<file path="src/rtl/tpspwm_pkg.sv">
// Shared types, constants and the sine table for the three-phase sine PWM block.
package tpspwm_pkg;

  localparam int unsigned FREQ_W     = 6;
  localparam int unsigned CMP_W      = 13;
  localparam int unsigned RELOAD_W   = 22;
  localparam int unsigned IDX_W      = 5;
  localparam int unsigned SINE_W     = 13;
  localparam int unsigned MAG_W      = 18;
  localparam int unsigned DVND_W     = 27;
  localparam int unsigned DVSR_W     = 11;
  localparam int unsigned RECIP_W    = 19;
  // floor(x / 100) == (x * AMP_RECIP) >> AMP_SHIFT for every x below 2^18
  localparam int unsigned AMP_SHIFT  = 25;

  localparam logic [IDX_W-1:0]    ROM_LAST    = 5'd29;
  localparam logic [IDX_W-1:0]    OFS_B       = 5'd10;
  localparam logic [IDX_W-1:0]    OFS_C       = 5'd20;
  localparam logic [IDX_W-1:0]    ROM_LEN     = 5'd30;
  localparam logic [FREQ_W-1:0]   FREQ_MIN    = 6'd1;
  localparam logic [FREQ_W-1:0]   FREQ_MAX    = 6'd60;
  localparam logic [CMP_W-1:0]    CENTER_RST  = 13'd4000;
  localparam logic [CMP_W-1:0]    COMPARE_MAX = 13'd8000;
  localparam logic [RECIP_W-1:0]  AMP_RECIP   = 19'd335545;
  localparam logic [MAG_W-1:0]    AMP_ROUND   = 18'd99;
  localparam logic [DVND_W-1:0]   RELOAD_NUM  = 27'd80000000;

  typedef struct packed {
    logic              start;
    logic [DVND_W-1:0] dividend;
    logic [DVSR_W-1:0] divisor;
  } div_req_t;

  typedef struct packed {
    logic              done;
    logic [DVND_W-1:0] quotient;
  } div_rsp_t;

  // One period of the sine in 30 steps; indexes past the end read mod 30.
  function automatic logic signed [SINE_W-1:0] sine_val(input logic [IDX_W-1:0] idx);
    logic signed [SINE_W-1:0] v;
    case (idx)
      5'd0:  v = 13'sd50;
      5'd1:  v = 13'sd810;
      5'd2:  v = 13'sd1586;
      5'd3:  v = 13'sd2292;
      5'd4:  v = 13'sd2898;
      5'd5:  v = 13'sd3377;
      5'd6:  v = 13'sd3709;
      5'd7:  v = 13'sd3878;
      5'd8:  v = 13'sd3878;
      5'd9:  v = 13'sd3709;
      5'd10: v = 13'sd3377;
      5'd11: v = 13'sd2898;
      5'd12: v = 13'sd2292;
      5'd13: v = 13'sd1586;
      5'd14: v = 13'sd810;
      5'd15: v = 13'sd50;
      5'd16: v = -13'sd810;
      5'd17: v = -13'sd1586;
      5'd18: v = -13'sd2292;
      5'd19: v = -13'sd2898;
      5'd20: v = -13'sd3377;
      5'd21: v = -13'sd3709;
      5'd22: v = -13'sd3878;
      5'd23: v = -13'sd3878;
      5'd24: v = -13'sd3709;
      5'd25: v = -13'sd3377;
      5'd26: v = -13'sd2898;
      5'd27: v = -13'sd2292;
      5'd28: v = -13'sd1586;
      5'd29: v = -13'sd810;
      5'd30: v = 13'sd50;
      default: v = 13'sd810;
    endcase
    return v;
  endfunction

endpackage

</file>
<file path="src/rtl/tpspwm_div.sv">
// Restoring divider, one quotient bit per cycle, used for the update-timer reload.
module tpspwm_div (
  input  logic                 clk,
  input  logic                 rst_n,
  input  tpspwm_pkg::div_req_t req,
  output tpspwm_pkg::div_rsp_t rsp
);

  localparam int unsigned DVND_W = tpspwm_pkg::DVND_W;
  localparam int unsigned DVSR_W = tpspwm_pkg::DVSR_W;
  localparam logic [4:0]  LAST_STEP = 5'(DVND_W - 1);

  logic              busy_r, busy_nxt;
  logic              done_r, done_nxt;
  logic [4:0]        cnt_r, cnt_nxt;
  logic [DVSR_W-1:0] rem_r, rem_nxt;
  logic [DVND_W-1:0] quo_r, quo_nxt;
  logic [DVSR_W-1:0] dvsr_r, dvsr_nxt;

  logic [DVSR_W:0]   shifted;
  logic [DVSR_W+1:0] diff;

  assign shifted = {rem_r, quo_r[DVND_W-1]};
  assign diff    = {1'b0, shifted} - {2'b00, dvsr_r};

  always_comb begin
    busy_nxt = busy_r;
    done_nxt = 1'b0;
    cnt_nxt  = cnt_r;
    rem_nxt  = rem_r;
    quo_nxt  = quo_r;
    dvsr_nxt = dvsr_r;
    if (req.start) begin
      busy_nxt = 1'b1;
      cnt_nxt  = '0;
      rem_nxt  = '0;
      quo_nxt  = req.dividend;
      dvsr_nxt = req.divisor;
    end else if (busy_r) begin
      // keep the trial difference when it does not go negative
      if (!diff[DVSR_W+1]) begin
        rem_nxt = diff[DVSR_W-1:0];
      end else begin
        rem_nxt = shifted[DVSR_W-1:0];
      end
      quo_nxt = {quo_r[DVND_W-2:0], ~diff[DVSR_W+1]};
      cnt_nxt = cnt_r + 5'd1;
      if (cnt_r == LAST_STEP) begin
        busy_nxt = 1'b0;
        done_nxt = 1'b1;
      end
    end
  end

  always_ff @(posedge clk) begin
    if (!rst_n) begin
      busy_r <= 1'b0;
      done_r <= 1'b0;
      cnt_r  <= '0;
    end else begin
      busy_r <= busy_nxt;
      done_r <= done_nxt;
      cnt_r  <= cnt_nxt;
    end
    rem_r  <= rem_nxt;
    quo_r  <= quo_nxt;
    dvsr_r <= dvsr_nxt;
  end

  assign rsp.done     = done_r;
  assign rsp.quotient = quo_r;

endmodule

</file>
<file path="src/rtl/three_phase_sine_pwm_vf.sv">
// Top level of the three-phase sine PWM update with constant volts per hertz.
//
//  channel | dir | handshake               | payload
//  --------+-----+-------------------------+-------------------------------------------
//  in_     | in  | in_tvalid / in_tready   | tdata: sine_freq, reverse
//  out_    | out | out_tvalid / out_tready | tdata: a, b, c compares, reload; tlast: wrap
//  cfg_    | in  | APB, pready always high | center_count at byte address 0
//
// Each request is worked on from acceptance until in_tready returns, and
// out_tvalid rises in that same cycle. Per phase the steps are table read and
// product, multiply by the reciprocal of 100, and apply and clip; then the
// reload divide 80000000 / (31 * freq) is started, runs one divider step per bit
// of the 27-bit dividend, and the quotient is taken and loaded into the output register.
// in_tready is high only while the sequencer is idle; one request is in work at a time.
// A finished result sits in the output register; the sequencer holds in its
// last state until that register is free. Reset is synchronous, active low,
// and sets center_count to 4000 and the phase index to zero.
module three_phase_sine_pwm_vf (
  input  logic        clk,
  input  logic        rst_n,
  input  logic        in_tvalid,
  output logic        in_tready,
  input  logic [7:0]  in_tdata,    // [5:0] sine_freq, [6] reverse, [7] zero
  output logic        out_tvalid,
  input  logic        out_tready,
  output logic [63:0] out_tdata,   // [12:0] a, [25:13] b, [38:26] c, [60:39] reload, rest zero
  output logic        out_tlast,   // cycle_wrap
  input  logic        cfg_psel,
  input  logic        cfg_penable,
  input  logic        cfg_pwrite,
  input  logic [2:0]  cfg_paddr,
  input  logic [31:0] cfg_pwdata,
  output logic [31:0] cfg_prdata,
  output logic        cfg_pready
);

  localparam int unsigned FREQ_W   = tpspwm_pkg::FREQ_W;
  localparam int unsigned CMP_W    = tpspwm_pkg::CMP_W;
  localparam int unsigned RELOAD_W = tpspwm_pkg::RELOAD_W;
  localparam int unsigned IDX_W    = tpspwm_pkg::IDX_W;
  localparam int unsigned MAG_W    = tpspwm_pkg::MAG_W;
  localparam int unsigned DVSR_W   = tpspwm_pkg::DVSR_W;
  localparam int unsigned PROD_W   = MAG_W + tpspwm_pkg::RECIP_W;
  localparam int unsigned SUM_W    = 15;

  // sequencer states
  localparam logic [2:0] S_IDLE  = 3'd0;
  localparam logic [2:0] S_MUL   = 3'd1;
  localparam logic [2:0] S_SCALE = 3'd2;
  localparam logic [2:0] S_APPLY = 3'd3;
  localparam logic [2:0] S_RLD   = 3'd4;
  localparam logic [2:0] S_RWAIT = 3'd5;
  localparam logic [2:0] S_DONE  = 3'd6;

  localparam logic [1:0] PH_LAST = 2'd2;

  logic [2:0]          state_r, state_nxt;
  logic [CMP_W-1:0]    center_r;
  logic [IDX_W-1:0]    phase_idx_r;
  logic [FREQ_W-1:0]   freq_r;
  logic [IDX_W-1:0]    rd_idx_r [3];
  logic                wrap_r;
  logic [1:0]          ph_r;
  logic [MAG_W-1:0]    mag_r;
  logic                neg_r;
  logic [PROD_W-1:0]   prod_r;
  logic [CMP_W-1:0]    cmp_r [3];
  logic [RELOAD_W-1:0] reload_r;
  logic                out_valid_r;
  logic [63:0]         out_data_r;
  logic                out_last_r;

  tpspwm_pkg::div_req_t div_req;
  tpspwm_pkg::div_rsp_t div_rsp;

  logic                in_acc;
  logic                cfg_wr;
  logic [FREQ_W-1:0]   freq_in;
  logic                rev_in;
  logic [FREQ_W-1:0]   freq_clamp;
  logic [IDX_W:0]      idx_b_sum, idx_c_sum;
  logic [IDX_W-1:0]    idx_b, idx_c;
  logic signed [tpspwm_pkg::SINE_W-1:0] sine_s;
  logic [tpspwm_pkg::SINE_W-1:0]        sine_abs;
  logic [MAG_W-1:0]    mag_calc;
  logic [11:0]         q_amp;
  logic signed [SUM_W-1:0] sum;
  logic [CMP_W-1:0]    cmp_sat;
  logic                out_free;

  assign in_tready = (state_r == S_IDLE);
  assign in_acc    = in_tvalid && in_tready;
  assign freq_in   = in_tdata[FREQ_W-1:0];
  assign rev_in    = in_tdata[FREQ_W];
  assign out_free  = !out_valid_r || out_tready;

  // clamp the commanded frequency into 1..60
  always_comb begin
    if (freq_in < tpspwm_pkg::FREQ_MIN) begin
      freq_clamp = tpspwm_pkg::FREQ_MIN;
    end else if (freq_in > tpspwm_pkg::FREQ_MAX) begin
      freq_clamp = tpspwm_pkg::FREQ_MAX;
    end else begin
      freq_clamp = freq_in;
    end
  end

  // phase B and C sit 10 and 20 steps ahead, mod 30
  assign idx_b_sum = {1'b0, phase_idx_r} + {1'b0, tpspwm_pkg::OFS_B};
  assign idx_c_sum = {1'b0, phase_idx_r} + {1'b0, tpspwm_pkg::OFS_C};
  assign idx_b = (idx_b_sum >= {1'b0, tpspwm_pkg::ROM_LEN}) ?
                 IDX_W'(idx_b_sum - {1'b0, tpspwm_pkg::ROM_LEN}) : idx_b_sum[IDX_W-1:0];
  assign idx_c = (idx_c_sum >= {1'b0, tpspwm_pkg::ROM_LEN}) ?
                 IDX_W'(idx_c_sum - {1'b0, tpspwm_pkg::ROM_LEN}) : idx_c_sum[IDX_W-1:0];

  // table read and magnitude product for the phase in work
  assign sine_s   = tpspwm_pkg::sine_val(rd_idx_r[ph_r]);
  assign sine_abs = sine_s[tpspwm_pkg::SINE_W-1] ? 13'(-sine_s) : 13'(sine_s);
  assign mag_calc = MAG_W'(sine_abs[11:0]) * MAG_W'(freq_r);

  // apply the signed, floored amplitude to the center and clip to 0..8000
  assign q_amp = prod_r[tpspwm_pkg::AMP_SHIFT +: 12];
  assign sum   = neg_r ? $signed({2'b00, center_r}) - $signed({3'b000, q_amp})
                       : $signed({2'b00, center_r}) + $signed({3'b000, q_amp});
  always_comb begin
    if (sum < 0) begin
      cmp_sat = '0;
    end else if (sum > $signed({2'b00, tpspwm_pkg::COMPARE_MAX})) begin
      cmp_sat = tpspwm_pkg::COMPARE_MAX;
    end else begin
      cmp_sat = sum[CMP_W-1:0];
    end
  end

  // reload divide: 80000000 / (31 * freq)
  always_comb begin
    div_req.start    = (state_r == S_RLD);
    div_req.dividend = tpspwm_pkg::RELOAD_NUM;
    div_req.divisor  = {freq_r, 5'b00000} - DVSR_W'(freq_r);
  end

  tpspwm_div u_div (
    .clk   (clk),
    .rst_n (rst_n),
    .req   (div_req),
    .rsp   (div_rsp)
  );

  // sequencer
  always_comb begin
    state_nxt = state_r;
    case (state_r)
      S_IDLE:  if (in_acc) state_nxt = S_MUL;
      S_MUL:   state_nxt = S_SCALE;
      S_SCALE: state_nxt = S_APPLY;
      S_APPLY: state_nxt = (ph_r == PH_LAST) ? S_RLD : S_MUL;
      S_RLD:   state_nxt = S_RWAIT;
      S_RWAIT: if (div_rsp.done) state_nxt = S_DONE;
      S_DONE:  if (out_free) state_nxt = S_IDLE;
      default: state_nxt = S_IDLE;
    endcase
  end

  assign cfg_wr = cfg_psel && cfg_penable && cfg_pwrite && cfg_pready;

  always_ff @(posedge clk) begin
    if (!rst_n) begin
      state_r     <= S_IDLE;
      center_r    <= tpspwm_pkg::CENTER_RST;
      phase_idx_r <= '0;
      out_valid_r <= 1'b0;
      ph_r        <= '0;
    end else begin
      state_r <= state_nxt;
      if (cfg_wr && !cfg_paddr[2]) begin
        center_r <= cfg_pwdata[CMP_W-1:0];
      end
      // advance the phase index at acceptance, wrapping 29 -> 0
      if (in_acc) begin
        phase_idx_r <= (phase_idx_r >= tpspwm_pkg::ROM_LAST) ? '0 : phase_idx_r + 5'd1;
        ph_r        <= '0;
      end else if (state_r == S_APPLY && ph_r != PH_LAST) begin
        ph_r <= ph_r + 2'd1;
      end
      if (state_r == S_DONE && out_free) begin
        out_valid_r <= 1'b1;
      end else if (out_tready) begin
        out_valid_r <= 1'b0;
      end
    end
  end

  // payload registers
  always_ff @(posedge clk) begin
    if (in_acc) begin
      freq_r      <= freq_clamp;
      wrap_r      <= (phase_idx_r >= tpspwm_pkg::ROM_LAST);
      rd_idx_r[0] <= phase_idx_r;
      rd_idx_r[1] <= rev_in ? idx_c : idx_b;
      rd_idx_r[2] <= rev_in ? idx_b : idx_c;
    end
    if (state_r == S_MUL) begin
      // negative samples round toward minus infinity: scale |p| + 99
      mag_r <= sine_s[tpspwm_pkg::SINE_W-1] ? mag_calc + tpspwm_pkg::AMP_ROUND : mag_calc;
      neg_r <= sine_s[tpspwm_pkg::SINE_W-1];
    end
    if (state_r == S_SCALE) begin
      prod_r <= PROD_W'(mag_r) * PROD_W'(tpspwm_pkg::AMP_RECIP);
    end
    if (state_r == S_APPLY) begin
      cmp_r[ph_r] <= cmp_sat;
    end
    if (state_r == S_RWAIT && div_rsp.done) begin
      reload_r <= div_rsp.quotient[RELOAD_W-1:0];
    end
    if (state_r == S_DONE && out_free) begin
      out_data_r <= {3'b000, reload_r, cmp_r[2], cmp_r[1], cmp_r[0]};
      out_last_r <= wrap_r;
    end
  end

  assign out_tvalid = out_valid_r;
  assign out_tdata  = out_data_r;
  assign out_tlast  = out_last_r;

  assign cfg_pready = 1'b1;
  assign cfg_prdata = cfg_paddr[2] ? 32'd0 : {19'd0, center_r};

endmodule

</file>
<file path="config.mk">
export PLATFORM = sky130hd
export DESIGN_NAME = three_phase_sine_pwm_vf
export DESIGN_NICKNAME = d
export VERILOG_FILES = /design/src/rtl/tpspwm_pkg.sv /design/src/rtl/tpspwm_div.sv /design/src/rtl/three_phase_sine_pwm_vf.sv
export SDC_FILE = /design/constraint.sdc
export NUM_CORES = 1
export LEC_CHECK = 0
export BUFFER_PORTS_ARGS = -buffer_cell sky130_fd_sc_hd__buf_2
export CAP_MARGIN = 25
export CORE_ASPECT_RATIO = 1.2
export CORE_UTILIZATION = 55
export DETAILED_ROUTE_END_ITERATION = 12
export HOLD_SLACK_MARGIN = 0.1
export PLACE_DENSITY = 0.74
export REMOVE_ABC_BUFFERS = 1
export SLEW_MARGIN = 10
export SYNTH_ARGS = -nofsm -noshare
export SYNTH_HDL_FRONTEND = slang
export SYNTH_SLANG_ARGS = --single-unit
</file>
<file path="constraint.sdc">
create_clock -name clk -period 7 [get_ports clk]
set_input_delay 1.05 -clock clk [delete_from_list [all_inputs] [get_ports clk]]
set_output_delay 1.05 -clock clk [all_outputs]
set_load 0.02 [all_outputs]
</file>
; Yosys cells after proc, flatten, opt, wreduce, memory -nomap -nowiden
; Memories as Yosys holds them, arrays and structs flattened. A register that Yosys moved wholly into a read port is not among the register bits.
; Cells that the tools add are included.
[word_totals]
reg_bits = 227
mem_bits_rw = 54
mem_bits_ro = 416
wordCells = 107
mem_count = 3
[classes]
n_addsub = 13
multipliers = 2
magnitude_cmp = 7
eq_ne = 12
mux = 30
n_bitwise = 3
reduce_logical = 17
[memory_table]
columns = memory, words, width, rd, rd_ports_with_merged_regs, write_ports, line_no
row1 = (name not given), 32, 13, 1, 0, 0, tpspwm_pkg.sv:42  ; case (idx)
row2 = cmp_r, 3, 13, 3, 3, 1, three_phase_sine_pwm_vf.sv:67  ; logic [CMP_W-1:0] cmp_r [3];
row3 = rd_idx_r, 3, 5, 1, 1, 3, three_phase_sine_pwm_vf.sv:61  ; logic [IDX_W-1:0] rd_idx_r [3];
[ops]
columns = cell, n
row1 = $mux 13, 3
row2 = $mul 18x19->37 const B, 1
row3 = $mux 5, 5
row4 = $pmux 3 s7, 1
row5 = $add 18x7->18 const B, 1
row6 = $mul 12x6->18, 1
row7 = $mux 18, 1
row8 = $gt 15x14->1 const B, 1
row9 = $lt 15x1->1 const B, 1
row10 = $mux 15, 1
row11 = $add 13x12->14, 1
row12 = $sub 13x12->14, 1
row13 = $sub 12x11->13, 1
row14 = $ge 6x5->1 const B, 2
row15 = $mux 12, 1
row16 = $mux 3, 4
row17 = $neg 12->12, 1
row18 = $mux 11, 1
row19 = $sub 11x6->11, 1
row20 = $add 5x1->5 const B, 2
row21 = $mux 1, 10
row22 = $sub 5x5->5 const B, 2
row23 = $eq 3x3->1 const B, 3
row24 = $logic_and 1x1->1, 7
row25 = other kinds (22), 31

; Depth between registers and ports, before layout
; An unclocked memory read counts as a cell.
[depth]
depth_word = 6
depth_mapped = 33
ltp_nobuf = 30

; Cells and area by module
; A second synthesis with hierarchy kept.
[unflattened]
hier_cells = 1886
area_unflattened_um2 = 20425.8
[modules_own_cells]
columns = mod, instances, cells_per_inst, area_per_inst_um2
row1 = three_phase_sine_pwm_vf, 1, 1663, 17677.0
row2 = tpspwm_div, 1, 223, 2748.9

; Least setup slack after synthesis
; No wires, ideal clock.
[synth_timing]
path_type = reg-to-reg
startpoint = register (tool-made name)
endpoint = register mag_r[17], data pin
arrival_time_ps = 6953
t_required_ps = 6740
slack_ps = -213
stages_incl_launch_ff = 32
synth_period_minus_slack_ps = 7213
path_cell_list = dfxtp_1 -> mux2i_1 -> o21a_1 -> buf_2 -> ha_1 -> clkbuf_1 -> inv_1 -> o211ai_1 -> and3_1 -> inv_1 -> ha_1 -> inv_1 -> a311o_1 -> a211o_1 -> o31ai_2 -> xnor2_1 -> and2_1 -> fa_1 -> fa_1 -> inv_1 -> fa_1 -> inv_1 -> ha_1 -> clkbuf_1 -> a211oi_1 -> o211ai_1 -> a221oi_1 -> xnor2_1 -> nand4_1 -> a2111oi_2 -> nand4_1 -> xnor2_1
[synth_lines]
columns = element, line_no
row1 = to (signal assigned), three_phase_sine_pwm_vf.sv:204  ; mag_r <= sine_s[tpspwm_pkg::SINE_W-1] ? mag_calc + tpspwm_pkg::AMP_ROUND : mag_calc;
row2 = to (decl), three_phase_sine_pwm_vf.sv:64  ; logic [MAG_W-1:0] mag_r;

==> metrics.md <==
| Metric | Value |
|---|---|
| Outcome | `finished, final reports clean` |
| Synth top area cells | `edfxtp_1 28%, fa_1 16%, ha_1 15%` |
| Least-Margin Pin Slew | `0.9651 ns` |
| Initial Util | `a little under three fifths` |
| TritonRoute pass-1 iters | `5` |
| Placed Area | `0.02149 mm²` |
| Final ANT Viol Nets | `0` |
| Bufs on Longest Clock Path | `3` |
| Max stage delay on crit path | `roughly 0.54 ns` |
| Drt total wl | `41.55 mm` |
| Synth cell count leaders | `305 x inv_1, 234 x ha_1, 185 x edfxtp_1` |
| Setup_tns | `0 ns` |
| Design Area, Final | `0.02265 mm²` |
| Unique masters post-synth | `89` |
| Final setup violation count | `0` |
| Slowest-stage cell, CP | `fa_1` |
| Critical path required time | `7.31 ns` |
| EDFF count, synth | `approximately 190` |
| Number of global-route vias before repair | `14070` |
| Buf/Inv on CP | `8` |
| Cells after Synth | `1930` |
| Critical setup path kind | `reg2reg` |
| Num CTS Buffers | `26` |
| Critical Path Fanout Max | `6` |
| Wire length of the first global-routing pass | `67.41 mm` |
| Mapped cell area | `between 0.02 and 0.025 mm²` |
| Startpoint types | `flop` |
| Hold Violations, Final | `0` |
| #FFs+latches synth | `256` |
| Type of destination of the critical path | `flop` |
| Die Height | `about 210 µm` |
| Avg Inst Size Synth | `between 10 and 15 µm²` |
| Final Max Tran Viols | `0` |
| MaxCap Viol Count | `0` |
| Cell row count | `76` |
| Predominant post-synthesis flop cell | `edfxtp_1` |
| Remaining routing DRC violations | `0` |
| Max-Slew Margin vs Limit | `35.59%` |
| Wire length per cell | `16.15 µm` |
| Arrival time of the worst setup path | `between 7 and 8 ns` |
| Crit path max-delay family | `compound AO/OA/AOI/OAI gates` |
| I/O pin total | `150` |
| Root buffer cell | `clkbuf_16` |
| Period minus WS final | `6.802 ns` |
| All-Layer GR Usage | `22.42%` |
| Largest net degree at the start of global routing | `62` |
| Ys async rst share | `0%` |
| Max Clock Freq | `around 150 MHz` |
| Nets@finish | `approximately 2500` |
| Diode count | `0` |
| Die width | `176.9 µm` |
| I/O Buffers | `104` |
| Clock skew | `0.01633 ns` |
| Clock Latency Late Sink | `0.56 ns` |
| DR iter-0 viols | `733` |
| Total congestion overflow | `0` |
| Area of the core | `0.03604 mm²` |
| Top-count cell post-synth | `inv_1` |
| Synth area leader | `edfxtp_1` |
| Initial antenna violation count | `0` |
| Worst-path clk slew | `about 0.060 ns` |
| Layout area overhead | `12.20%` |
| CTS sink cnt | `256` |
| CTS tree | `yes` |
| Seq/Total Area, Yosys | `34.56%` |
| Dpl hpwl | `32.60 mm` |
| Hold Crit Class | `reg2reg` |
| Synth warn | `0` |
| Final hold slack | `0.4127 ns` |
| Final Cycle Share | `97.17%` |
| Die ar. | `0.03748 mm²` |
| Layout cell share with drive strength beyond 1 | `13.50%` |
| H-tree depth | `1` |
| Hold_buf cts | `0` |
| Gpl congestion | `between 0.9 and 1` |
| DR vias | `14090` |
| Top-area cell type share of the netlist area | `27.52%` |
| Vias per cell | `5.479` |
area by class of cell:
class / count / area [µm²]
well taps: 468 / 585.6
repair buffers: 187 / 1189
clock inverters: 10 / 111.4
flip-flops and latches: 256 / 6983
multi-input cells: 1303 / 11870
inverters: 310 / 1166
clock buffers: 38 / 747.0
fillers: 2854 / 13390
what timing repair did:
action / 4_1_cts / 5_1_grt
setup endpoints to repair: 4 / 7
gates resized for setup: 6 / 39
buffers inserted: 0 / 5
pin swaps: 2 / 19
cells in the final DEF (no fill, tap or decap), types with 15 or more instances in the layout:
master and instances:
inv_1 304, clkbuf_16 27, a21boi_0 15, a31oi_1 15, nor3_1 20, a211oi_1 15
o211ai_1 15, fa_1 162, mux2i_1 40, conb_1 23, xor2_1 18, xnor2_1 54
nand3_1 38, nor2_1 113, edfxtp_1 185, buf_4 77, ha_1 227, a21oi_1 78
nand2_1 117, dfxtp_1 68, o21ai_0 64, buf_2 104, nor2b_1 33, and2_1 43
final timing paths:
kind	start	to	slack (ns)	cells after the start
worst max-delay path	flop	mag_r[17]	0.20	32
worst min-delay path	cmp_r[1][7]	out_tdata[20]	0.41	0
worst max register to register	flop	mag_r[17]	0.20	32
worst min register to register	cmp_r[1][7]	out_tdata[20]	0.41	0
routing by layer:
metal  track usage [%]  share of wire (%)  vias up  wire (µm)
met1             27.24                 41     6844      17120
met5                 0                  0        -          0
met2             40.41                 51      368      21160
met4             7.253                2.4        0        992
met3             3.341                5.5       67       2273
li1                  -                  -     6813          -
registers in the layout (all words and copies together) (netlist names), named ones only:
| signal | count |
|---|---|
| reload_r | 22 |
| freq_r | 6 |
| u_div.dvsr_r | 11 |
| ph_r | 2 |
| state_r | 3 |
| u_div.quo_r | 27 |
| cmp_r | 39 |
| prod_r | 12 |
| rd_idx_r | 13 |
| out_tlast | 1 |
| neg_r | 1 |
| u_div.done_r | 1 |
| u_div.busy_r | 1 |
| wrap_r | 1 |
| mag_r | 18 |
| u_div.rem_r | 11 |
| phase_idx_r | 5 |
| out_tvalid | 1 |
| u_div.cnt_r | 5 |
| center_r | 13 |
| out_tdata | 61 |
through the flow:
stage | worst slack (ns) | utilization, % | instances
after floorplan | -0.1259 | - | 1869
after global placement | -0.1324 | 59.63 | 2516
after detailed placement | -0.1676 | 59.63 | 2516
after CTS | 0.03313 | 62.06 | 2564
after global routing | -0.07003 | 62.85 | 2572
final | 0.1984 | 62.85 | 2572
logic make-up (layout without fill, tap and decap cells):
logic type      count (synthesis)  after routing  synth area share, %
simple gates                  458            458                11.24
mux                            44             44                2.268
compound gates                309            309                10.12
xor+xnor                       73             73                3.167
flops                         256            256                34.56
buf+inv                       392            545                8.045
fa+ha+maj                     396            396                30.57
other cells                     2             23              0.03720
Power is left out: the tool's default activity adds up to more than one toggle a clock period on the data nets, which glitch-free logic cannot reach.
